--- config.mk ---
export PLATFORM = sky130hd
export DESIGN_NAME = console_line_editor_ring
export DESIGN_NICKNAME = d
export VERILOG_FILES = /design/src/rtl/core/cle_pkg.sv /design/src/rtl/core/console_line_editor_ring.sv /design/src/rtl/core/cle_ring_mem.sv /design/src/rtl/core/cle_edit_ctrl.sv
export SDC_FILE = /design/constraint.sdc
export NUM_CORES = 1
export LEC_CHECK = 0
export BUFFER_PORTS_ARGS = -buffer_cell sky130_fd_sc_hd__buf_2
export CORE_UTILIZATION = 60
export DETAILED_ROUTE_END_ITERATION = 6
export PLACE_DENSITY = 0.87
export SLEW_MARGIN = 20
export SYNTH_ARGS = -nofsm -noshare
export SYNTH_HDL_FRONTEND = slang
export SYNTH_SLANG_ARGS = --single-unit
--- constraint.sdc ---
create_clock -name clock -period 6.27 [get_ports clock]
set_input_delay 0.627 -clock clock [delete_from_list [all_inputs] [get_ports clock]]
set_output_delay 0.627 -clock clock [all_outputs]
set_load 0.05 [all_outputs]
--- src/rtl/core/cle_pkg.sv ---
package cle_pkg;

   // Item kinds on the request channel
   typedef enum logic {
      OP_KEY  = 1'b0,
      OP_READ = 1'b1
   } op_type;

   // Echo action reported with each key
   typedef enum logic [1:0] {
      ECHO_NONE  = 2'd0,
      ECHO_CHAR  = 2'd1,
      ECHO_ERASE = 2'd2
   } echo_kind_type;

   // Control keys
   localparam logic [7:0] KEY_NUL  = 8'h00;
   localparam logic [7:0] KEY_EOT  = 8'h04;
   localparam logic [7:0] KEY_BS   = 8'h08;
   localparam logic [7:0] KEY_LF   = 8'h0a;
   localparam logic [7:0] KEY_CR   = 8'h0d;
   localparam logic [7:0] KEY_KILL = 8'h15;
   localparam logic [7:0] KEY_DEL  = 8'h7f;

   // Result of the edit decision, less the byte fetched from the ring
   typedef struct packed {
      echo_kind_type echo_kind;
      logic [7:0]    echo_char;
      logic [7:0]    erase_count;
      logic          read_valid;
   } result_type;

endpackage

--- src/rtl/core/console_line_editor_ring.sv ---
// Channel | Direction | Ports
// --------+-----------+----------------------------------------------------
// req     | in        | req_valid, req_ready, req_op, req_key
// rsp     | out       | rsp_valid, rsp_ready, rsp_echo_kind, rsp_echo_char,
//         |           | rsp_erase_count, rsp_read_valid, rsp_read_char
//
// One word is taken per cycle while req_ready is high. The line memory's
// registered read port and stage one both load at the accepting edge, and
// the output register loads from stage one once it is free, which raises
// rsp_valid. Indices live in flops and are updated at accept. Reset clears
// the read, commit and edit indices; the line memory is not cleared and
// needs no sweep. A stalled rsp side backs up through the two stages, and
// req_ready drops only once both hold a result.
module console_line_editor_ring #(
   parameter int BUFFER_DEPTH = 128
) (
   input  logic                   clock,
   input  logic                   reset,
   input  logic                   req_valid,
   output logic                   req_ready,
   input  logic                   req_op,
   input  logic [7:0]             req_key,
   output logic                   rsp_valid,
   input  logic                   rsp_ready,
   output logic [1:0]             rsp_echo_kind,
   output logic [7:0]             rsp_echo_char,
   output logic [7:0]             rsp_erase_count,
   output logic                   rsp_read_valid,
   output logic [7:0]             rsp_read_char
);

   import cle_pkg::*;

   localparam int SLOT_W = $clog2(BUFFER_DEPTH);

   logic              accept;
   logic              s1_adv;
   logic              wr_en;
   logic [SLOT_W-1:0] wr_addr;
   logic [7:0]        wr_data;
   logic              rd_en;
   logic [SLOT_W-1:0] rd_addr;
   logic [7:0]        rd_data;
   result_type        result;

   logic              s1_valid_ff, s1_valid_in;
   result_type        s1_result_ff;
   logic              out_valid_ff, out_valid_in;
   result_type        out_result_ff;
   logic [7:0]        out_char_ff;

   // Handshake: stage one moves on when the output register is free
   assign s1_adv    = !out_valid_ff || rsp_ready;
   assign req_ready = !s1_valid_ff || s1_adv;
   assign accept    = req_valid && req_ready;

   cle_edit_ctrl #(
      .BUFFER_DEPTH(BUFFER_DEPTH)
   ) u_ctrl (
      .clock  (clock),
      .reset  (reset),
      .accept (accept),
      .op     (op_type'(req_op)),
      .key    (req_key),
      .wr_en  (wr_en),
      .wr_addr(wr_addr),
      .wr_data(wr_data),
      .rd_en  (rd_en),
      .rd_addr(rd_addr),
      .result (result)
   );

   cle_ring_mem #(
      .DEPTH(BUFFER_DEPTH)
   ) u_mem (
      .clock  (clock),
      .wr_en  (wr_en),
      .wr_addr(wr_addr),
      .wr_data(wr_data),
      .rd_en  (rd_en),
      .rd_addr(rd_addr),
      .rd_data(rd_data)
   );

   assign s1_valid_in  = req_ready ? accept : s1_valid_ff;
   assign out_valid_in = s1_adv ? s1_valid_ff : out_valid_ff;

   // Hold control state of both stages
   always_ff @(posedge clock) begin
      if (reset) begin
         s1_valid_ff  <= 1'b0;
         out_valid_ff <= 1'b0;
      end else begin
         s1_valid_ff  <= s1_valid_in;
         out_valid_ff <= out_valid_in;
      end
   end

   // Stage one: keep the decision while the memory fetch completes
   always_ff @(posedge clock) begin
      if (accept) begin
         s1_result_ff <= result;
      end
   end

   // Output register: merge the fetched byte, drop it on non-reads
   always_ff @(posedge clock) begin
      if (s1_adv && s1_valid_ff) begin
         out_result_ff <= s1_result_ff;
         out_char_ff   <= s1_result_ff.read_valid ? rd_data : 8'd0;
      end
   end

   assign rsp_valid       = out_valid_ff;
   assign rsp_echo_kind   = out_result_ff.echo_kind;
   assign rsp_echo_char   = out_result_ff.echo_char;
   assign rsp_erase_count = out_result_ff.erase_count;
   assign rsp_read_valid  = out_result_ff.read_valid;
   assign rsp_read_char   = out_char_ff;

   // Back-pressure only when both stages are occupied
   a_ready_full: assert property (@(posedge clock) disable iff (reset)
      !req_ready |-> (s1_valid_ff && out_valid_ff && !rsp_ready))
      else $error("request stalled with a free stage");

   // An accepted word reaches stage one
   a_accept_s1: assert property (@(posedge clock) disable iff (reset)
      accept |=> s1_valid_ff)
      else $error("accepted word lost before stage one");

   // A waiting result is not overwritten
   a_out_hold: assert property (@(posedge clock) disable iff (reset)
      (out_valid_ff && !rsp_ready) |=> (out_valid_ff && $stable(out_char_ff)))
      else $error("stalled result changed");

endmodule

--- src/rtl/core/cle_ring_mem.sv ---
module cle_ring_mem #(
   parameter int DEPTH = 128
) (
   input  logic                     clock,
   input  logic                     wr_en,
   input  logic [$clog2(DEPTH)-1:0] wr_addr,
   input  logic [7:0]               wr_data,
   input  logic                     rd_en,
   input  logic [$clog2(DEPTH)-1:0] rd_addr,
   output logic [7:0]               rd_data
);

   logic [7:0] mem [DEPTH];
   logic [7:0] rd_data_ff;

   // Write one byte of the line
   always_ff @(posedge clock) begin
      if (wr_en) begin
         mem[wr_addr] <= wr_data;
      end
   end

   // Fetch one committed byte, hold it until the next fetch
   always_ff @(posedge clock) begin
      if (rd_en) begin
         rd_data_ff <= mem[rd_addr];
      end
   end

   assign rd_data = rd_data_ff;

endmodule

--- src/rtl/core/cle_edit_ctrl.sv ---
module cle_edit_ctrl #(
   parameter int BUFFER_DEPTH = 128
) (
   input  logic                            clock,
   input  logic                            reset,
   input  logic                            accept,
   input  cle_pkg::op_type                 op,
   input  logic [7:0]                      key,
   output logic                            wr_en,
   output logic [$clog2(BUFFER_DEPTH)-1:0] wr_addr,
   output logic [7:0]                      wr_data,
   output logic                            rd_en,
   output logic [$clog2(BUFFER_DEPTH)-1:0] rd_addr,
   output cle_pkg::result_type             result
);

   import cle_pkg::*;

   localparam int SLOT_W = $clog2(BUFFER_DEPTH);
   localparam int IDX_W  = $clog2(2 * BUFFER_DEPTH);
   localparam logic [IDX_W:0]   IDX_MOD = (IDX_W + 1)'(2 * BUFFER_DEPTH);
   localparam logic [IDX_W-1:0] IDX_TOP = IDX_W'(2 * BUFFER_DEPTH - 1);
   localparam logic [IDX_W-1:0] DEPTH_I = IDX_W'(BUFFER_DEPTH);
   localparam logic [IDX_W-1:0] FILL_I  = IDX_W'(BUFFER_DEPTH - 1);

   // Modular distance a - b over twice the ring depth
   function automatic logic [IDX_W-1:0] idx_diff(input logic [IDX_W-1:0] a,
                                                 input logic [IDX_W-1:0] b);
      logic [IDX_W:0] d;
      d = {1'b0, a} - {1'b0, b};
      if (d[IDX_W]) begin
         d = d + IDX_MOD;
      end
      return d[IDX_W-1:0];
   endfunction

   function automatic logic [IDX_W-1:0] idx_inc(input logic [IDX_W-1:0] a);
      return (a == IDX_TOP) ? '0 : a + IDX_W'(1);
   endfunction

   function automatic logic [IDX_W-1:0] idx_dec(input logic [IDX_W-1:0] a);
      return (a == '0) ? IDX_TOP : a - IDX_W'(1);
   endfunction

   function automatic logic [SLOT_W-1:0] slot_of(input logic [IDX_W-1:0] a);
      logic [IDX_W-1:0] s;
      s = (a >= DEPTH_I) ? a - DEPTH_I : a;
      return s[SLOT_W-1:0];
   endfunction

   logic [IDX_W-1:0] read_ff, read_in;
   logic [IDX_W-1:0] commit_ff, commit_in;
   logic [IDX_W-1:0] edit_ff, edit_in;

   logic [IDX_W-1:0] edit_read_diff;
   logic [IDX_W-1:0] edit_commit_diff;
   logic [IDX_W-1:0] commit_read_diff;
   logic [7:0]       mapped;
   logic             store;
   logic             ring_fills;
   logic             hit;

   assign edit_read_diff   = idx_diff(edit_ff, read_ff);
   assign edit_commit_diff = idx_diff(edit_ff, commit_ff);
   assign commit_read_diff = idx_diff(commit_ff, read_ff);
   assign mapped           = (key == KEY_CR) ? KEY_LF : key;
   assign hit              = (read_ff != commit_ff);
   assign ring_fills       = (edit_read_diff == FILL_I);

   // Decide the edit action and the next indices
   always_comb begin
      read_in            = read_ff;
      commit_in          = commit_ff;
      edit_in            = edit_ff;
      store              = 1'b0;
      result.echo_kind   = ECHO_NONE;
      result.echo_char   = '0;
      result.erase_count = '0;
      result.read_valid  = 1'b0;
      priority if (op == OP_READ) begin
         if (hit) begin
            result.read_valid = 1'b1;
            read_in           = idx_inc(read_ff);
         end
      end else if (key == KEY_KILL) begin
         if (edit_commit_diff != '0) begin
            result.echo_kind   = ECHO_ERASE;
            result.erase_count = 8'(edit_commit_diff);
            edit_in            = commit_ff;
         end
      end else if (key == KEY_BS || key == KEY_DEL) begin
         if (edit_ff != commit_ff) begin
            result.echo_kind   = ECHO_ERASE;
            result.erase_count = 8'd1;
            edit_in            = idx_dec(edit_ff);
         end
      end else if (key != KEY_NUL && edit_read_diff < DEPTH_I) begin
         store            = 1'b1;
         result.echo_kind = ECHO_CHAR;
         result.echo_char = mapped;
         edit_in          = idx_inc(edit_ff);
         if (mapped == KEY_LF || mapped == KEY_EOT || ring_fills) begin
            commit_in = idx_inc(edit_ff);
         end
      end else begin
         store = 1'b0;
      end
   end

   // Drive the ring ports
   assign wr_en   = accept && store;
   assign wr_addr = slot_of(edit_ff);
   assign wr_data = mapped;
   assign rd_en   = accept && (op == OP_READ) && hit;
   assign rd_addr = slot_of(read_ff);

   // Advance the indices on each accepted word
   always_ff @(posedge clock) begin
      if (reset) begin
         read_ff   <= '0;
         commit_ff <= '0;
         edit_ff   <= '0;
      end else if (accept) begin
         read_ff   <= read_in;
         commit_ff <= commit_in;
         edit_ff   <= edit_in;
      end
   end

   // The typed line never exceeds the ring
   a_ring_bound: assert property (@(posedge clock) disable iff (reset)
      edit_read_diff <= DEPTH_I)
      else $error("line extends beyond ring depth");

   // Committed bytes lie inside the typed region
   a_commit_order: assert property (@(posedge clock) disable iff (reset)
      commit_read_diff <= edit_read_diff)
      else $error("commit index outside read..edit");

   // A store that fills the ring commits the whole line
   a_full_commits: assert property (@(posedge clock) disable iff (reset)
      (wr_en && ring_fills) |=> (commit_ff == edit_ff))
      else $error("full ring left uncommitted");

   // A fetch never targets the slot being written
   a_no_overlap: assert property (@(posedge clock) disable iff (reset)
      (hit && edit_read_diff != DEPTH_I) |-> (wr_addr != rd_addr))
      else $error("read and edit slots collide");

endmodule

## After elaboration in Yosys (flattened, before gate mapping)

Memories as Yosys holds them, arrays and structs flattened. A register that Yosys moved wholly into a read port is not among the register bits.
Cells that the tools add are included.
Widths: inputs -> output; s select.

| operators by class | value |
|---|---|
| add/sub/neg operators | 9 |
| magnitude comparators | 3 |
| equality and inequality tests | 13 |
| mux-type cells | 29 |
| bitwise logic cells | 4 |
| reduce and logical (&&, ||, !) cells | 21 |

Operator list:

| kind | count |
|---|---|
| $mux 8 | 13 |
| $add 8x1->8 const B | 4 |
| $eq 8x4->1 const B | 3 |
| $sub 8x8->9 | 2 |
| $eq 8x7->1 const B | 2 |
| $eq 8x8->1 const B | 2 |
| $ge 8x8->1 const B | 2 |
| $ne 8x8->1 | 2 |
| $reduce_bool 8->1 | 2 |
| $mux 7 | 2 |
| $sub 7x1->7 const B | 2 |
| $mux 1 | 9 |
| $mux 9 | 1 |
| $eq 8x3->1 const B | 1 |
| $eq 8x5->1 const B | 1 |
| $logic_not 8->1 | 1 |
| $lt 8x8->1 const B | 1 |
| $mux 2 | 4 |
| $sub 8x1->8 const B | 1 |
| $logic_and 1x1->1 | 6 |
| $reduce_and 6->1 | 1 |
| $logic_or 1x1->1 | 5 |
| $reduce_and 5->1 | 1 |
| $not 1->1 | 4 |
| other kinds (6) | 7 |

| storage, ports and cells | value |
|---|---|
| flip-flop bits (word level) | 72 |
| RAM bits | 1,024 |
| input bits | 13 |
| output and inout bits | 29 |
| logic and storage cells | 94 |
| memories kept | 1 |

Memories:

| memory | words | bits a word | read ports | clocked after Yosys merged registers in | wr ports | line | RTL |
|---|---|---|---|---|---|---|---|
| u_mem.mem | 128 | 8 | 1 | 1 | 1 | cle_ring_mem.sv:13 | `logic [7:0] mem [DEPTH];` |

## Depth between registers and ports, before layout

Gate-level depths: netlist of run 1.

| logic depth | value |
|---|---|
| depth in word-level cells | 12 |
| mapped depth | 15 |

## By module

Synthesis of run 1 repeated with hierarchy kept, for this count alone.

| second synthesis, totals | value |
|---|---|
| cells, all modules | 2,051 |
| area total of the unflattened synthesis | 43,967.2 um^2 |

By module, submodules not included:

| module | times used | cells an instance | area an instance (um^2) | seq. area each (um^2) |
|---|---|---|---|---|
| cle_ring_mem | 1 | 1,635 | 39,745.6 | 30,989.7 |
| cle_edit_ctrl | 1 | 352 | 2,686.3 | 480.5 |
| console_line_editor_ring | 1 | 64 | 1,535.2 | 1,421.4 |

## Least setup slack after synthesis of run 1

OpenSTA, ideal clock, no wires.

| timing | value |
|---|---|
| kind | input port to flip-flop |
| from | in req_key[3] |
| to | mem u_mem.mem[0][0], data pin |
| setup time | 833 ps |
| arrival time | 4,153 ps |
| data required time | 5,437 ps |
| path slack | 1,284 ps |
| cell stages on the path | 4 |
| path through | clkbuf_1 -> nand4b_1 -> nor2_1 -> nor2b_1 |

| on the way | value |
|---|---|
| cells in the longest elaborated chain, start to end | 2 |

RTL lines:

| what | line | RTL |
|---|---|---|
| from (decl) | console_line_editor_ring.sv:22 | `input logic [7:0] req_key,` |
| $eq 8x4->1 | cle_edit_ctrl.sv:66 | `assign mapped = (key == KEY_CR) ? KEY_LF : key;` |
| $mux 8 | cle_edit_ctrl.sv:66 |  |
| named net u_ctrl.wr_data[0] | cle_edit_ctrl.sv:11 | `output logic [7:0] wr_data,` |
| to (decl) | cle_ring_mem.sv:13 |  |

The timed path passes the listed nets, and every way through them passes these cells.

## Final worst setup path of run 1

| timing | value |
|---|---|
| from | reg u_ctrl.read_ff[6] |
| to | mem u_mem.mem[75][5] (enable) |

| on the way | value |
|---|---|
| cells in the longest elaborated chain, start to end | 12 |

RTL lines:

| what | line | RTL |
|---|---|---|
| from (decl) | cle_edit_ctrl.sv:51 | `logic [IDX_W-1:0] read_ff, read_in;` |
| from (signal assigned) | cle_edit_ctrl.sv:124 | `read_ff <= read_in;` |
| $sub 8x8->9 * | cle_edit_ctrl.sv:30 | `d = {1'b0, a} - {1'b0, b};` |
| $add 8x1->8 | cle_edit_ctrl.sv:32 | `d = d + IDX_MOD;` |
| $mux 8 * | cle_edit_ctrl.sv:31 | `if (d[IDX_W]) begin` |
| $lt 8x8->1 * | cle_edit_ctrl.sv:97 | `end else if (key != KEY_NUL && edit_read_diff < DEPTH_I) begin` |
| $logic_and 1x1->1 * | cle_edit_ctrl.sv:97 |  |
| $mux 1 * | cle_edit_ctrl.sv:97 |  |
| $mux 1 * | cle_edit_ctrl.sv:91 | `end else if (key == KEY_BS \|\| key == KEY_DEL) begin` |
| $mux 1 * | cle_edit_ctrl.sv:85 | `end else if (key == KEY_KILL) begin` |
| $mux 1 * | cle_edit_ctrl.sv:80 | `priority if (op == OP_READ) begin` |
| $logic_and 1x1->1 * | cle_edit_ctrl.sv:111 | `assign wr_en = accept && store;` |
| $mux 1 * | cle_ring_mem.sv:18 | `if (wr_en) begin` |
| $mux 1 (not written as such) * | cle_ring_mem.sv:19 | `mem[wr_addr] <= wr_data;` |

Every way passes the cells marked *; elsewhere a longest branch is shown, timed or not.

==> results of run 1 <==
[layer usage]
| layer | vias up | share of wire (%) | global-route usage (%) |
|---|---|---|---|
| met2 | 2589 | 48 | 52.5 |
| met3 | 565 | 13 | 7.69 |
| met4 | 2 | 6.3 | 16.3 |
| met5 | - | 0.036 | 0 |
| li1 | 9587 | - | - |
| met1 | 12700 | 32 | 42.7 |
[flip-flops by register name, indices dropped and copies added (netlist names)]
register and count:
u_mem.mem 1024, s1_result_ff 19, rsp_echo_char 8, rsp_erase_count 8, rsp_read_char 8, u_ctrl.commit_ff 8, u_ctrl.edit_ff 8, u_ctrl.read_ff 8
u_mem.rd_data 8, rsp_echo_kind 2, rsp_read_valid 1, rsp_valid 1, s1_valid_ff 1
[cell families (layout without fill, tap and decap cells)]
| logic type | count (synthesis) | count (layout) | synth area share, % |
|---|---|---|---|
| buffers and inverters | 179 | 368 | 1.70 |
| AO/OA/AOI/OAI | 165 | 165 | 2.50 |
| flip-flops | 1104 | 1104 | 74.2 |
| XOR/XNOR | 32 | 32 | 0.633 |
| AND/OR/NAND/NOR | 420 | 420 | 4.94 |
| adder cells (fa/ha/maj) | 20 | 20 | 0.599 |
| multiplexers | 344 | 344 | 15.4 |
[critical path, cell delays in order, from the launching register on]
cell      delay [ps]
dfxtp_1          810
clkinv_1         460
ha_1             460
a21oi_1          150
o21ai_0          140
or4b_1           570
a21bo_4          460
or4_1            840
nor2_1           670
[cell type report]
cell class / count / share of cell area [%]
flip-flops and latches: 1104 / 66.5
repair buffers: 163 / 2.39
well taps: 959 / 2.42
clock inverters: 67 / 1.22
clock buffers: 118 / 5.49
inverters: 20 / 0.152
multi-input cells: 981 / 21.8
[how the worst max path moves through the flow]
stage | startpoint | end | slack [ps] | cells past startpoint
floorplan | req_key[3] | u_mem.mem[0][0] | 1280 | 4
global placement | u_ctrl.read_ff[6] | u_mem.mem[75][6] | 1730 | 8
detailed placement | u_ctrl.read_ff[6] | u_mem.mem[37][7] | 1500 | 9
CTS | u_ctrl.read_ff[6] | u_mem.mem[37][7] | 1410 | 9
global route | u_ctrl.read_ff[6] | u_mem.mem[79][7] | 1150 | 8
finish | u_ctrl.read_ff[6] | u_mem.mem[75][5] | 1270 | 8
[cells in the final DEF, fill, tap and decap left out, types with 21 or more instances in the layout]
master,n
edfxtp_1,1078
nor4_1,74
nand3_1,25
o21ai_0,24
nand2_1,71
nor2_1,102
clkbuf_16,107
a21oi_1,36
clkinv_2,21
mux4_2,268
mux2i_1,61
buf_2,36
buf_4,123
dfxtp_1,23
clkinv_1,29
[power breakdown]
part / switching (mW) / internal, mW
logic: 0.301 / 0.0706
clock network: 2.74 / 3.55
registers: 0.0112 / 8.12
total: 3.06 / 11.7
[per-stage QoR]
stage / utilization [%] / std cells / area, µm² / worst slack [ps] / hold WS, ps
after CTS: 67.8 / 3412 / 49500 / 1410 / 185
after global placement: 63.3 / 3227 / 46200 / 1730 / 408
final: 67.8 / 3412 / 49500 / 1270 / 207
after detailed placement: 63.3 / 3227 / 46200 / 1500 / 407
after global routing: 67.8 / 3412 / 49500 / 1150 / 213
after floorplan: - / 2264 / 44300 / 1280 / 400
==> flow_summary.toml, run 1 <==
[floorplanning]
chipHeight_um = 274
die_area_um2 = 74900
rows = 99
start_util_pct = 60.7
core_area_um2 = 73000
pin_count = 42
fp.dieW_um = 274

[synthesis]
yosys-top-cells-count = "1078 x edfxtp_1, 268 x mux4_2, 102 x nor2_1"
synth_edf_count = 1078
synth-main-ff-cell = "edfxtp_1"
syn_inst = 2264
ys_warn_count = 0
yosysTopAreaCellShare_pct = 73.1
synth_top_area_cell = "edfxtp_1"
synth.ff_latch_count = 1104
syn-num-nets = 2297
avgSynthCellArea_um2 = 19.6
synth.most_common_cell = "edfxtp_1"
async_flop_share_pct = 0
synth_cell_types = 70
synth.top_cells.by_area = "edfxtp_1 73%, mux4_2 14%, mux2i_1 1.4%"
synth-seq-area-share_pct = 74.2
syn_area_um2 = 44300

[cts]
cts_inserted_buffers = 104
hold_buffers = 0
clockBufferDepth = 3
cts_tree = "done"
cts_setup_buffers = 0
h-tree-depth = 3
cts_sinks = 1104
clockRootBuffer = "clkbuf_16"
clk-insertion-delay-late_ps = 680
cts-resized-gates = 0
clk_pin_slew_ps = 60

[timing]
period_needed_ps = 5000
worst-slew-pin-transition_ps = 1220
hold_violations = 0
fin_skew_ps = 33.8
max_freq_mhz = 200
maxSlewHeadroom_pct = 18.3
setup_viol = 0
rsz0062_at_grt = "false"
slew_viol_final = 0
period_share_pct = 79.7
fin_setup_tns_ps = 0

[hold_path]
hp-class = "in2reg"
whs_path_depth = 3
min_to = "s1_valid_ff"
min-delay-start = "req_valid"

[worst_setup_path]
ff2ff_path_depth = 8
reg2reg_to = "u_mem.mem[75][5]"
worst-setup-path-type = "reg2reg"
cp.arrival_ps = 5310
critPathRequiredTime_ps = 6580
r2r_slack_ps = 1270
r2r_start = "u_ctrl.read_ff[6]"
setup.worst_path.start_class = "register"
crit_path_max_fanout = 47
crit_path_end_kind = "register"

[routing]
first_pass_iters = 7
avgViaCountPerCell = 7.45
routedWlPerCell_um = 35.6
antenna_left = 0
drt_iter0_markers = 4260
drt-total-wl_um = 121000
vias = 25400
drc = 21

[place]
dp_hpwl_um = 66500
io_buffers = 41
gp_congestion = 0.974

[grt]
grt_max_degree = 130
grt_pass1_wl_um = 174000
first_global_vias = 24900
track_usage_pct = 32.8
grt_overflow = 0
antenna_found_initial = 1

[power]
p_leak_nw = 15.5
power_mw = 14.8
p_per_area_nw_per_um2 = 299
ir_drop_uv = 272

[run]
max_cap_viol_count = 0

[status]
failed_checks = "DRC"
status = "complete, but fails checks"

[finish]
syn_to_final_growth_pct = 11.7
final_nets = 2407
multiInputGateArea_um2 = 10800
layout-drive-gt1-share_pct = 25.7
n_antenna_cell = 0
fill_cells = 4094
seqCellArea_um2 = 32900
No activity file was read; power rests on OpenSTA's default activity.
==> run 2: changes to the inputs <==
clock period = 5.1 ns   (was 6.27 ns; I/O delays follow)
==> run 2 against run 1 <==
The flow still finishes with violations (DRC). Register-to-register slack got worse by 620 ps. Critical endpoint is now u_mem.mem[85][5]. Power rose by 24%. Clock skew rose by 13 ps. Fmax rose by 12%. First-iteration DRC count rose by 12%. Utilization rose by 0.22 points. Routed wire length rose by 1.5%.
==> flow_summary.toml, run 2 (synthesized netlist as in run 1, its figures left out) <==
[status]
status = "complete, but fails checks"
failed_checks = "DRC"

[finish]
final_nets = 2410
top_register = "u_mem.mem"
syn_to_final_growth_pct = 12.1
layout-drive-gt1-share_pct = 26.0
fin_area_um2 = 49700
final_cell_mix = "1078 x edfxtp_1, 268 x mux4_2, 128 x buf_4"
final_common_cell = "edfxtp_1"
largest_register_ffs = 1024
largest_registers = "u_mem.mem (1024), s1_result_ff (19)"
fin_cells = 3429

[cts]
cts-resized-gates = 0
clk-insertion-delay-late_ps = 700
clk_pin_slew_ps = 60
clockBufferDepth = 3
cts_sinks = 1104
cts_inserted_buffers = 102
clockRootBuffer = "clkbuf_16"
h-tree-depth = 3
cts_setup_buffers = 0
hold_buffers = 0
cts_tree = "done"

[timing]
maxSlewHeadroom_pct = 25.9
hold_violations = 0
fin_setup_tns_ps = 0
period_needed_ps = 4450
slew_viol_final = 0
worst-slew-pin-transition_ps = 1110
rsz0062_at_grt = "false"
setup_viol = 0
fin_skew_ps = 46.5
max_freq_mhz = 225
period_share_pct = 87.2

[floorplanning]
fp.dieW_um = 274
rows = 99
chipHeight_um = 274
pin_count = 42
start_util_pct = 60.7
core_area_um2 = 73000
die_area_um2 = 74900

[routing]
routedWlPerCell_um = 35.9
drt-total-wl_um = 123000
avgViaCountPerCell = 7.60
first_pass_iters = 7
drc = 1
vias = 26100
drt_iter0_markers = 4788
antenna_left = 0

[grt]
grt_pass1_wl_um = 177000
grt_max_degree = 145
grt_overflow = 0
antenna_found_initial = 9
track_usage_pct = 33.2
first_global_vias = 25200

[power]
swShare_pct = 20.8
switching_power_mw = 3.80
p_int_mw = 14.5
p_clk_share_pct = 42.9
p_leak_nw = 15.5
pwr-share-seq_pct = 54.6
p_comb_share_pct = 2.6
p_per_area_nw_per_um2 = 369
ir_drop_uv = 294
power_mw = 18.3

[run]
max_cap_viol_count = 0

[hold_path]
hp-class = "in2reg"

[worst_setup_path]
worst-setup-path-type = "reg2reg"
setup.worst_path.start_class = "register"
crit_path_end_kind = "register"
crit_path_max_fanout = 25
critPathRequiredTime_ps = 5410
cp.arrival_ps = 4760

[place]
gp_congestion = 0.970
dpl_cell_area_um2 = 46200
dp_hpwl_um = 66700
io_buffers = 41
dp.cells = 3232
[run 2: changes by cell type in the layout (fill, tap and decap cells not counted), moves of 3 or more]
| cell | previous run | this run |
|---|---|---|
| nand3_2 | 0 | 3 |
| clkinv_2 | 21 | 16 |
| clkbuf_1 | 11 | 21 |
| clkbuf_16 | 107 | 103 |
| nor4_2 | 20 | 17 |
| bufinv_16 | 11 | 14 |
| buf_4 | 123 | 128 |
| clkinv_8 | 0 | 3 |
| diode_2 | 0 | 6 |
| clkinv_1 | 29 | 26 |
| nand3_1 | 25 | 22 |
[run 2: final timing paths]
check	slack, ps	depth (start not counted)	start	endpoint
min	70	3	req_valid	s1_valid_ff
max reg2reg	650	9	u_ctrl.read_ff[5]	u_mem.mem[85][5]
max	650	9	u_ctrl.read_ff[5]	u_mem.mem[85][5]
min reg2reg	420	0	s1_result_ff[18]	rsp_echo_kind[1]
[run 2: final cells by class]
type,count,area (µm²)
Tap cell,959,1200
Timing Repair Buffer,168,1220
Fill cell,4021,23300
Antenna cell,6,15.0
Clock buffer,124,2660
Multi-Input combinational cell,981,10800
Clock inverter,67,743
Sequential cell,1104,32900
Inverter,20,75.1
[run 2: per-stage QoR]
stage	worst slack, ps	utilization, %	hold slack [ps]
global placement	1080	63.3	407
floorplan	231	-	400
finish	651	68.1	66.5
global route	593	68.0	73.1
detailed placement	884	63.3	406
CTS	765	68.0	49.5
[run 2: power by group through the flow]
stage               Combinational (mW)  Clock, mW  Sequential (mW)
floorplan                        0.203          0             10.2
global placement                 0.425          0             10.2
detailed placement               0.443          0             10.2
CTS                              0.452       7.83             9.99
global route                     0.475       8.14             9.99
finish                           0.471       7.84             9.99
[run 2: worst max-delay path: stages, from the launching register on]
cell and delay (ps):
dfxtp_1 760, inv_1 160, ha_1 390, nand2_1 110, o21ai_0 130, or4b_1 570, a21bo_4 400, buf_4 330
or3_1 570, nor2_1 630
[run 2: per-layer routing]
metal	track usage, %	wire length, µm	up-vias
met5	0.578	112	-
met4	19.2	9010	12
met3	9.60	18000	701
met2	51.3	57200	2927
met1	42.4	38900	12800
li1	-	-	9609
